<file path="config.mk">
export PLATFORM = sky130hd
export DESIGN_NAME = ps2_mouse_device_unit_flat
export DESIGN_NICKNAME = d
export VERILOG_FILES = /design/src/rtl/ps2md_pkg.sv /design/src/rtl/ps2md_in_if.sv /design/src/rtl/ps2md_out_if.sv /design/src/rtl/ps2_mouse_device_unit.sv /design/src/flat_wrapper.sv
export SDC_FILE = /design/constraint.sdc
export NUM_CORES = 1
export LEC_CHECK = 0
export BUFFER_PORTS_ARGS = -buffer_cell sky130_fd_sc_hd__clkbuf_2
export CAP_MARGIN = 20
export CORE_MARGIN = 3
export CORE_UTILIZATION = 60
export CTS_CLUSTER_SIZE = 8
export DETAILED_ROUTE_END_ITERATION = 10
export HOLD_SLACK_MARGIN = 0.05
export PLACE_DENSITY = 0.84
export SLEW_MARGIN = 20
export SYNTH_ARGS = -nofsm -noshare
export SYNTH_HDL_FRONTEND = slang
export SYNTH_SLANG_ARGS = --single-unit
</file>
<file path="constraint.sdc">
create_clock -name clk -period 8.98 [get_ports clk]
set_clock_uncertainty 0.2 [all_clocks]
set_input_delay 1.796 -clock clk [delete_from_list [all_inputs] [get_ports clk]]
set_output_delay 1.796 -clock clk [all_outputs]
set_load 0.02 [all_outputs]
</file>
<file path="src/rtl/ps2md_pkg.sv">
package ps2md_pkg;

  typedef enum logic [1:0] {
    ACT_CMD    = 2'd0,
    ACT_READ   = 2'd1,
    ACT_MOTION = 2'd2,
    ACT_NONE   = 2'd3
  } action_t;

  // host commands
  localparam logic [7:0] CMD_RESET    = 8'hFF;
  localparam logic [7:0] CMD_GET_ID   = 8'hF2;
  localparam logic [7:0] CMD_STATUS   = 8'hE9;
  localparam logic [7:0] CMD_SET_RATE = 8'hF3;
  localparam logic [7:0] CMD_SET_RES  = 8'hE8;
  localparam logic [7:0] CMD_ENABLE   = 8'hF4;
  localparam logic [7:0] CMD_DISABLE  = 8'hF5;
  localparam logic [7:0] CMD_DEFAULTS = 8'hF6;

  // device responses
  localparam logic [7:0] RSP_ACK         = 8'hFA;
  localparam logic [7:0] RSP_SELF_TEST   = 8'hAA;
  localparam logic [7:0] RSP_DEVICE_ID   = 8'h00;
  localparam logic [7:0] RSP_STATUS_FLG  = 8'h00;
  localparam logic [7:0] RSP_STATUS_RES  = 8'h02;
  localparam logic [7:0] RSP_STATUS_RATE = 8'h64;

  // first byte of a motion packet always carries this bit
  localparam logic [7:0] PKT_SYNC = 8'h08;

  localparam int unsigned MAX_PUSH   = 4;
  localparam int unsigned MOTION_LEN = 3;

  // saturate a motion delta to -127..127 and return its low byte
  function automatic logic [7:0] clamp_delta(input logic signed [16:0] v);
    logic [7:0] r;
    if (v > 17'sd127) begin
      r = 8'h7F;
    end else if (v < -17'sd127) begin
      r = 8'h81;
    end else begin
      r = v[7:0];
    end
    return r;
  endfunction

endpackage

</file>
<file path="src/rtl/ps2md_in_if.sv">
interface ps2md_in_if;
  logic               valid;
  logic               ready;
  logic [1:0]         action;
  logic [7:0]         cmd_byte;
  logic signed [15:0] delta_x;
  logic signed [15:0] delta_y;
  logic [1:0]         buttons;

  modport source (output valid, output action, output cmd_byte, output delta_x,
                  output delta_y, output buttons, input ready);
  modport sink (input valid, input action, input cmd_byte, input delta_x,
                input delta_y, input buttons, output ready);
endinterface

</file>
<file path="src/rtl/ps2md_out_if.sv">
interface ps2md_out_if;
  logic       valid;
  logic       ready;
  logic [7:0] read_byte;
  logic       byte_valid;
  logic       irq_pulse;
  logic       data_pending;
  logic       overflow;

  modport source (output valid, output read_byte, output byte_valid, output irq_pulse,
                  output data_pending, output overflow, input ready);
  modport sink (input valid, input read_byte, input byte_valid, input irq_pulse,
                input data_pending, input overflow, output ready);
endinterface

</file>
<file path="src/rtl/ps2_mouse_device_unit.sv">
// the result of an item is registered and shown in the cycle after the item is accepted
// throughput: one item per cycle; the queue update and result are one register stage
// req.ready drops only while a result waits and rsp.ready is low, or during reset
// reset (rst, synchronous): empties the queue, clears reporting and parameter wait,
// drops the result; queue storage itself is not cleared and is never read unwritten
module ps2_mouse_device_unit #(
  parameter int unsigned QUEUE_DEPTH = 16
) (
  input  logic       clk,
  input  logic       rst,
  ps2md_in_if.sink   req,
  ps2md_out_if.source rsp
);

  localparam int unsigned AW = $clog2(QUEUE_DEPTH);
  localparam int unsigned CW = $clog2(QUEUE_DEPTH + 1);

  // queue storage and pointers
  logic [7:0]    store [QUEUE_DEPTH];
  logic [AW-1:0] head, head_next;
  logic [CW-1:0] count, count_next;
  logic          reporting, reporting_next;
  logic          awaiting, awaiting_next;

  // result register
  logic       rsp_valid;
  logic [7:0] rsp_read_byte;
  logic       rsp_byte_valid;
  logic       rsp_irq;
  logic       rsp_pending;
  logic       rsp_overflow;

  logic accept;

  // per-item work
  logic [7:0]    push_byte [ps2md_pkg::MAX_PUSH];
  logic [AW-1:0] wr_addr [ps2md_pkg::MAX_PUSH];
  logic [2:0]    n_req, n_store;
  logic [AW-1:0] base_head;
  logic [CW-1:0] base_count;
  logic [CW-1:0] free_slots;
  logic [AW:0]   tail_sum, slot_sum, head_sum;
  logic [AW-1:0] tail;
  logic          pop;
  logic          irq;
  logic          ovf;
  logic signed [16:0] dx_ext, dy_neg;

  // the block takes an item whenever the result register is free or being emptied
  assign req.ready = !rst && (!rsp_valid || rsp.ready);
  assign accept    = req.valid && req.ready;

  assign dx_ext = 17'(req.delta_x);
  assign dy_neg = -17'(req.delta_y);

  always_comb begin
    for (int k = 0; k < ps2md_pkg::MAX_PUSH; k++) begin
      push_byte[k] = 8'h00;
    end
    n_req          = 3'd0;
    base_head      = head;
    base_count     = count;
    reporting_next = reporting;
    awaiting_next  = awaiting;
    pop            = 1'b0;
    irq            = 1'b0;
    ovf            = 1'b0;

    unique case (req.action)
      ps2md_pkg::ACT_CMD: begin
        if (awaiting) begin
          // parameter byte of set rate / set resolution: ack only
          awaiting_next = 1'b0;
          push_byte[0]  = ps2md_pkg::RSP_ACK;
          n_req         = 3'd1;
        end else if (req.cmd_byte == ps2md_pkg::CMD_RESET) begin
          // device reset drops everything queued before its reply
          base_head      = '0;
          base_count     = '0;
          awaiting_next  = 1'b0;
          reporting_next = 1'b0;
          push_byte[0]   = ps2md_pkg::RSP_ACK;
          push_byte[1]   = ps2md_pkg::RSP_SELF_TEST;
          push_byte[2]   = ps2md_pkg::RSP_DEVICE_ID;
          n_req          = 3'd3;
        end else begin
          push_byte[0] = ps2md_pkg::RSP_ACK;
          n_req        = 3'd1;
          unique case (req.cmd_byte) inside
            ps2md_pkg::CMD_GET_ID: begin
              push_byte[1] = ps2md_pkg::RSP_DEVICE_ID;
              n_req        = 3'd2;
            end
            ps2md_pkg::CMD_SET_RATE, ps2md_pkg::CMD_SET_RES: begin
              awaiting_next = 1'b1;
            end
            ps2md_pkg::CMD_STATUS: begin
              push_byte[1] = ps2md_pkg::RSP_STATUS_FLG;
              push_byte[2] = ps2md_pkg::RSP_STATUS_RES;
              push_byte[3] = ps2md_pkg::RSP_STATUS_RATE;
              n_req        = 3'd4;
            end
            ps2md_pkg::CMD_ENABLE: begin
              reporting_next = 1'b1;
            end
            ps2md_pkg::CMD_DISABLE, ps2md_pkg::CMD_DEFAULTS: begin
              reporting_next = 1'b0;
            end
            default: begin
            end
          endcase
        end
      end
      ps2md_pkg::ACT_READ: begin
        if (count != '0) begin
          pop = 1'b1;
          // interrupt again only if more bytes remain after this one
          irq = reporting && (count > CW'(1));
        end
      end
      ps2md_pkg::ACT_MOTION: begin
        if (reporting) begin
          if (CW'(QUEUE_DEPTH) - count < CW'(ps2md_pkg::MOTION_LEN)) begin
            // packet is dropped whole
            ovf = 1'b1;
          end else begin
            push_byte[0] = ps2md_pkg::PKT_SYNC | {6'd0, req.buttons};
            push_byte[1] = ps2md_pkg::clamp_delta(dx_ext);
            push_byte[2] = ps2md_pkg::clamp_delta(dy_neg);
            n_req        = 3'(ps2md_pkg::MOTION_LEN);
            irq          = (count == '0);
          end
        end
      end
      default: begin
      end
    endcase

    // command replies keep what fits and flag the rest
    free_slots = CW'(QUEUE_DEPTH) - base_count;
    if (CW'(n_req) > free_slots) begin
      n_store = free_slots[2:0];
      ovf     = 1'b1;
    end else begin
      n_store = n_req;
    end

    tail_sum = {1'b0, base_head} + (AW + 1)'(base_count);
    if (tail_sum >= (AW + 1)'(QUEUE_DEPTH)) begin
      tail_sum = tail_sum - (AW + 1)'(QUEUE_DEPTH);
    end
    tail = tail_sum[AW-1:0];

    for (int k = 0; k < ps2md_pkg::MAX_PUSH; k++) begin
      slot_sum = {1'b0, tail} + (AW + 1)'(k);
      if (slot_sum >= (AW + 1)'(QUEUE_DEPTH)) begin
        slot_sum = slot_sum - (AW + 1)'(QUEUE_DEPTH);
      end
      wr_addr[k] = slot_sum[AW-1:0];
    end

    // pop only happens on reads, which never push
    head_sum = {1'b0, base_head} + (AW + 1)'(pop);
    if (head_sum >= (AW + 1)'(QUEUE_DEPTH)) begin
      head_sum = head_sum - (AW + 1)'(QUEUE_DEPTH);
    end
    head_next  = head_sum[AW-1:0];
    count_next = base_count + CW'(n_store) - CW'(pop);
  end

  // queue storage, up to four writes per item
  always_ff @(posedge clk) begin
    if (accept) begin
      for (int k = 0; k < ps2md_pkg::MAX_PUSH; k++) begin
        if (3'(k) < n_store) begin
          store[wr_addr[k]] <= push_byte[k];
        end
      end
    end
  end

  // queue control and device flags
  always_ff @(posedge clk) begin
    if (rst) begin
      head      <= '0;
      count     <= '0;
      reporting <= 1'b0;
      awaiting  <= 1'b0;
    end else if (accept) begin
      head      <= head_next;
      count     <= count_next;
      reporting <= reporting_next;
      awaiting  <= awaiting_next;
    end
  end

  // result register
  always_ff @(posedge clk) begin
    if (rst) begin
      rsp_valid <= 1'b0;
    end else if (accept) begin
      rsp_valid <= 1'b1;
    end else if (rsp.ready) begin
      rsp_valid <= 1'b0;
    end
  end

  // the popped byte is read from the queue at the same edge
  always_ff @(posedge clk) begin
    if (accept) begin
      rsp_read_byte  <= pop ? store[head] : 8'h00;
      rsp_byte_valid <= pop;
      rsp_irq        <= irq;
      rsp_pending    <= (count_next != '0);
      rsp_overflow   <= ovf;
    end
  end

  assign rsp.valid        = rsp_valid;
  assign rsp.read_byte    = rsp_read_byte;
  assign rsp.byte_valid   = rsp_byte_valid;
  assign rsp.irq_pulse    = rsp_irq;
  assign rsp.data_pending = rsp_pending;
  assign rsp.overflow     = rsp_overflow;

endmodule

</file>
<file path="src/flat_wrapper.sv">
// flat-port wrapper written by rule: the top's interface ports become plain ports
module ps2_mouse_device_unit_flat 
#(
  parameter int unsigned QUEUE_DEPTH = 16
)
  (clk, rst, req_valid, req_action, req_cmd_byte, req_delta_x, req_delta_y, req_buttons, req_ready, rsp_valid, rsp_read_byte, rsp_byte_valid, rsp_irq_pulse, rsp_data_pending, rsp_overflow, rsp_ready);
  ps2md_in_if req_i ();
  ps2md_out_if rsp_i ();
  input  logic clk;
  input  logic rst;
  input wire logic [$bits(req_i.valid)-1:0] req_valid;
  input wire logic [$bits(req_i.action)-1:0] req_action;
  input wire logic [$bits(req_i.cmd_byte)-1:0] req_cmd_byte;
  input wire logic [$bits(req_i.delta_x)-1:0] req_delta_x;
  input wire logic [$bits(req_i.delta_y)-1:0] req_delta_y;
  input wire logic [$bits(req_i.buttons)-1:0] req_buttons;
  output wire logic [$bits(req_i.ready)-1:0] req_ready;
  output wire logic [$bits(rsp_i.valid)-1:0] rsp_valid;
  output wire logic [$bits(rsp_i.read_byte)-1:0] rsp_read_byte;
  output wire logic [$bits(rsp_i.byte_valid)-1:0] rsp_byte_valid;
  output wire logic [$bits(rsp_i.irq_pulse)-1:0] rsp_irq_pulse;
  output wire logic [$bits(rsp_i.data_pending)-1:0] rsp_data_pending;
  output wire logic [$bits(rsp_i.overflow)-1:0] rsp_overflow;
  input wire logic [$bits(rsp_i.ready)-1:0] rsp_ready;
  assign req_i.valid = req_valid;
  assign req_i.action = req_action;
  assign req_i.cmd_byte = req_cmd_byte;
  assign req_i.delta_x = req_delta_x;
  assign req_i.delta_y = req_delta_y;
  assign req_i.buttons = req_buttons;
  assign req_ready = req_i.ready;
  assign rsp_valid = rsp_i.valid;
  assign rsp_read_byte = rsp_i.read_byte;
  assign rsp_byte_valid = rsp_i.byte_valid;
  assign rsp_irq_pulse = rsp_i.irq_pulse;
  assign rsp_data_pending = rsp_i.data_pending;
  assign rsp_overflow = rsp_i.overflow;
  assign rsp_i.ready = rsp_ready;
  ps2_mouse_device_unit #(.QUEUE_DEPTH(QUEUE_DEPTH)) u_core (.clk(clk), .rst(rst), .req(req_i), .rsp(rsp_i));
endmodule
</file>
==> impl_metrics.json <==
{
  "status": "complete, no violations",
  "maximum_number_of_pins_on_one_net_before_global_route_repair": 36,
  "wl_met1_microns": 15110,
  "cts_hold_buffers": 0,
  "setup_repair_after_global_routing_missed_its_margin": "false",
  "critical_path_required_ns": 8.98,
  "arrival_ns": 7.25,
  "postRouteAntennaNets": 0,
  "cts_setup_buffers": 0,
  "p_sw_share_pct": 40.00,
  "power.net_switching_mw": 1.007,
  "initial_antenna_violation_count": 2,
  "synth.ff_latch_count": 152,
  "fraction_of_final_layout_cells_with_drive_strength_greater_than_1_pct": 18.62,
  "grt_use_total_pct": 41.69,
  "synth-async-reset-ratio_pct": 0,
  "first_global_vias": 10760,
  "ys.flop_type": "sky130_fd_sc_hd__dfxtp_1",
  "critical_path_source_type": "input pin",
  "report.final.setup_viol": 0,
  "worstMarginPinSlew_ns": 1.260,
  "num-nets-final": 1352,
  "fillers": 1503,
  "post-route-drc-count": 0,
  "origin_of_the_worst_setup_path": "req_action[0]",
  "dr_total_vias": 11590,
  "report.final.hold_viol_count": 0,
  "p_per_area_nw_per_um2": 205.1,
  "finalWorstSetupSlack_ns": 1.732,
  "gp_congestion": 1.062,
  "synthesis.area_per_instance_sq_um": 8.931,
  "antenna_cells_inserted": 0,
  "route.final.wire_length_microns": 42590,
  "timing.final.max_slew_violations": 0,
  "achievable-frequency_mhz": 138.0,
  "ctsLongestPathBuffers": 2,
  "endpoint_kind": "flop",
  "clockPowerShare_pct": 29.5,
  "core_area_sq_um": 18210,
  "cts_num_sinks": 152,
  "clockRootBuffer": "sky130_fd_sc_hd__clkbuf_16",
  "synthDistinctLibCells": 107,
  "grt_pass1_wl_microns": 64130,
  "mostFrequentLayoutCells": "sky130_fd_sc_hd__nor2_1, sky130_fd_sc_hd__nand2_1, sky130_fd_sc_hd__dfxtp_1",
  "total_leakage_power_nw": 4.364,
  "firstDrtPassIters": 7,
  "post_cts_resize_count": 0,
  "detailedRoute.firstIterationViolations": 1876,
  "syn_area_sq_um": 11300,
  "r2r-start": "u_core.count[0]$_SDFFE_PP0P_",
  "overflow": 0,
  "fin_crit_sh_pct": 80.72,
  "die_area_sq_um": 20510,
  "cts-buffers-inserted": 17,
  "min-delay-path-class": "reg2reg",
  "num_io_pins": 62,
  "max-slew-margin-rel_pct": 16.01,
  "detailroute.wirelength.met2_microns": 17920,
  "post_synth_inst_count": 1265,
  "dpl_worst_slack_ns": 1.557,
  "seq_power_share_pct": 33.3,
  "layout_commonest_cell": "sky130_fd_sc_hd__nor2_1",
  "timing.critical_path.fanout_max": 34,
  "cts_tree": "yes",
  "crit_type": "in2reg",
  "vdd.ir_drop.worst_mv": 0.1395,
  "dpl_wire_length_microns": 29630,
  "top_signal_layer_used": "met5",
  "power_frac_comb_pct": 37.2,
  "post_drt_wl_per_cell_microns": 28.06,
  "row_count": 49,
  "floorplan.die.width_microns": 143.2,
  "synthesis.nets": 1341,
  "clk_lat_worst_skew_ns": 0.46,
  "synth.yosys.seq_area_share_pct": 32.25,
  "port_buffers": 61,
  "die_h_microns": 143.2,
  "flow.area_growth_from_synthesis_pct": 8.661,
  "cap_viol_max_count": 0,
  "wl_met3_microns": 6557,
  "timing.setup.tns_ns": 0,
  "power_report.internal_total_mw": 1.510,
  "route.detailed.vias_per_inst": 7.636,
  "clk_pin_slew_ns": 0.07,
  "timing.final.crit_period_ns": 7.249,
  "synth-edff-count": 60,
  "finalPower_mw": 2.517,
  "initial_utilization_pct": 62.04,
  "worstHoldStart": "u_core.store[12][0]$_SDFFE_PP0P_",
  "synth-warning-count": 0,
  "htree_num_levels": 4
}
## metrics by stage
| stage | instance area (sq um) | cells | hold slack, ns | util, % |
|---|---|---|---|---|
| floorplan | 11300 | 1265 | 0.2109 | - |
| global placement | 11660 | 1486 | 0.2361 | 64.02 |
| detailed placement | 11660 | 1486 | 0.2400 | 64.03 |
| CTS | 12240 | 1518 | 0.2509 | 67.24 |
| global route | 12280 | 1518 | 0.2720 | 67.42 |
| finish | 12280 | 1518 | 0.2523 | 67.42 |
## power by group through the flow
stage,Sequential (mW),Combinational [mW],Clock [mW]
2_1_floorplan,0.825,0.691,0
4_1_cts,0.834,0.897,0.729
3_3_place_gp,0.847,0.883,0
3_5_place_dp,0.848,0.894,0
6_report,0.839,0.936,0.742
5_1_grt,0.841,0.991,0.758
## routing by layer
metal	global-route usage (%)	vias to the layer above
met5	1.675	-
met4	24.88	6
met3	17.78	288
met2	59.82	955
met1	52.12	5406
li1	-	4936
## flip-flops by register name, summed over array words and instances, names as in the netlist
name / cells
u_core.store: 128
u_core.rsp.read_byte: 8
u_core.count: 5
u_core.head: 4
u_core.awaiting: 1
u_core.reporting: 1
u_core.rsp.byte_valid: 1
u_core.rsp.data_pending: 1
u_core.rsp.irq_pulse: 1
u_core.rsp.overflow: 1
u_core.rsp.valid: 1
## worst max-delay path: stages
cell,delay (ns)
sky130_fd_sc_hd__clkbuf_2,0.09
sky130_fd_sc_hd__inv_1,0.07
sky130_fd_sc_hd__ha_1,0.14
sky130_fd_sc_hd__buf_4,0.37
sky130_fd_sc_hd__and2_1,0.24
sky130_fd_sc_hd__nand4_1,0.40
sky130_fd_sc_hd__and2_1,0.36
sky130_fd_sc_hd__ha_1,0.23
sky130_fd_sc_hd__fa_1,0.41
sky130_fd_sc_hd__xnor2_2,0.21
sky130_fd_sc_hd__clkinv_1,0.08
sky130_fd_sc_hd__buf_4,0.24
sky130_fd_sc_hd__ha_1,0.30
sky130_fd_sc_hd__and2_1,0.21
sky130_fd_sc_hd__xnor3_1,0.74
sky130_fd_sc_hd__nand2_1,0.31
sky130_fd_sc_hd__o21ai_0,0.35
sky130_fd_sc_hd__o21ai_0,0.16
sky130_fd_sc_hd__a221oi_1,0.42
sky130_fd_sc_hd__nor2_1,0.09
## cell usage after synthesis, types with 5 or more instances
cell / instances / area, sq um
sky130_fd_sc_hd__a211oi_1: 14 / 105.1
sky130_fd_sc_hd__dfxtp_1: 92 / 1842
sky130_fd_sc_hd__nor4_1: 12 / 75.07
sky130_fd_sc_hd__nor3_2: 8 / 80.08
sky130_fd_sc_hd__a31oi_1: 14 / 87.58
sky130_fd_sc_hd__o21ai_0: 67 / 335.3
sky130_fd_sc_hd__o211ai_1: 19 / 142.6
sky130_fd_sc_hd__a21oi_1: 72 / 360.4
sky130_fd_sc_hd__nor2b_1: 8 / 50.05
sky130_fd_sc_hd__o31ai_1: 5 / 37.54
sky130_fd_sc_hd__xnor2_1: 11 / 96.34
sky130_fd_sc_hd__o21ai_1: 8 / 40.04
sky130_fd_sc_hd__o32ai_1: 12 / 105.1
sky130_fd_sc_hd__and3_1: 9 / 56.30
sky130_fd_sc_hd__or3_1: 14 / 87.58
sky130_fd_sc_hd__inv_1: 34 / 127.6
sky130_fd_sc_hd__a221oi_1: 37 / 324.1
sky130_fd_sc_hd__a22oi_1: 9 / 67.56
sky130_fd_sc_hd__nand2_1: 119 / 446.7
sky130_fd_sc_hd__ha_1: 26 / 325.3
sky130_fd_sc_hd__buf_6: 6 / 67.56
sky130_fd_sc_hd__buf_2: 24 / 120.1
sky130_fd_sc_hd__nand3_1: 42 / 210.2
sky130_fd_sc_hd__clkbuf_1: 48 / 180.2
sky130_fd_sc_hd__nor2_1: 145 / 544.3
sky130_fd_sc_hd__nor4_4: 6 / 127.6
sky130_fd_sc_hd__edfxtp_1: 60 / 1802
sky130_fd_sc_hd__buf_1: 6 / 22.52
sky130_fd_sc_hd__a21o_1: 9 / 67.56
sky130_fd_sc_hd__a221o_1: 11 / 110.1
sky130_fd_sc_hd__mux4_2: 40 / 900.9
sky130_fd_sc_hd__nor4_2: 7 / 87.58
sky130_fd_sc_hd__or2_2: 10 / 62.56
sky130_fd_sc_hd__xor2_1: 6 / 52.55
sky130_fd_sc_hd__mux2i_1: 19 / 190.2
sky130_fd_sc_hd__nand4_1: 18 / 112.6
sky130_fd_sc_hd__nor3b_1: 5 / 37.54
sky130_fd_sc_hd__and2_1: 16 / 100.1
sky130_fd_sc_hd__o22ai_1: 39 / 244.0
sky130_fd_sc_hd__nor3_1: 30 / 150.1
sky130_fd_sc_hd__or4_1: 9 / 67.56
## kinds of logic (layout without fill, tap and decap cells)
kind of cell | Yosys count | in the layout | synth area share [%]
AOI/OAI and AO/OA | 380 | 380 | 23.41
xor gates and xnor gates | 22 | 22 | 2.315
adders and majority gates | 28 | 28 | 3.234
buffers and inverters | 123 | 147 | 4.851
DFF | 152 | 152 | 32.25
muxes | 64 | 64 | 10.26
and+or+nand+nor | 496 | 496 | 23.68
## final cells by class
type / instances / area (sq um) / share of cell area, %
clock inverter: 15 / 157.7 / 1.284
timing repair buffer: 79 / 440.4 / 3.588
inverter: 36 / 135.1 / 1.101
clock buffer: 17 / 425.4 / 3.466
sequential: 152 / 3645 / 29.69
multi-input combinational: 990 / 7186 / 58.54
tap: 229 / 286.5 / 2.334
## final timing paths
| check | end | slack (ns) | cells after the start |
|---|---|---|---|
| hold / removal | u_core.store[12][0]$_SDFFE_PP0P_ | 0.25 | 1 |
| setup reg to reg | u_core.store[2][5]$_DFFE_PP_ | 3.25 | 17 |
| setup / recovery | u_core.store[9][5]$_DFFE_PP_ | 1.73 | 20 |
| hold reg to reg | u_core.store[12][0]$_SDFFE_PP0P_ | 0.25 | 1 |
Power figures use the tool's default switching activity.
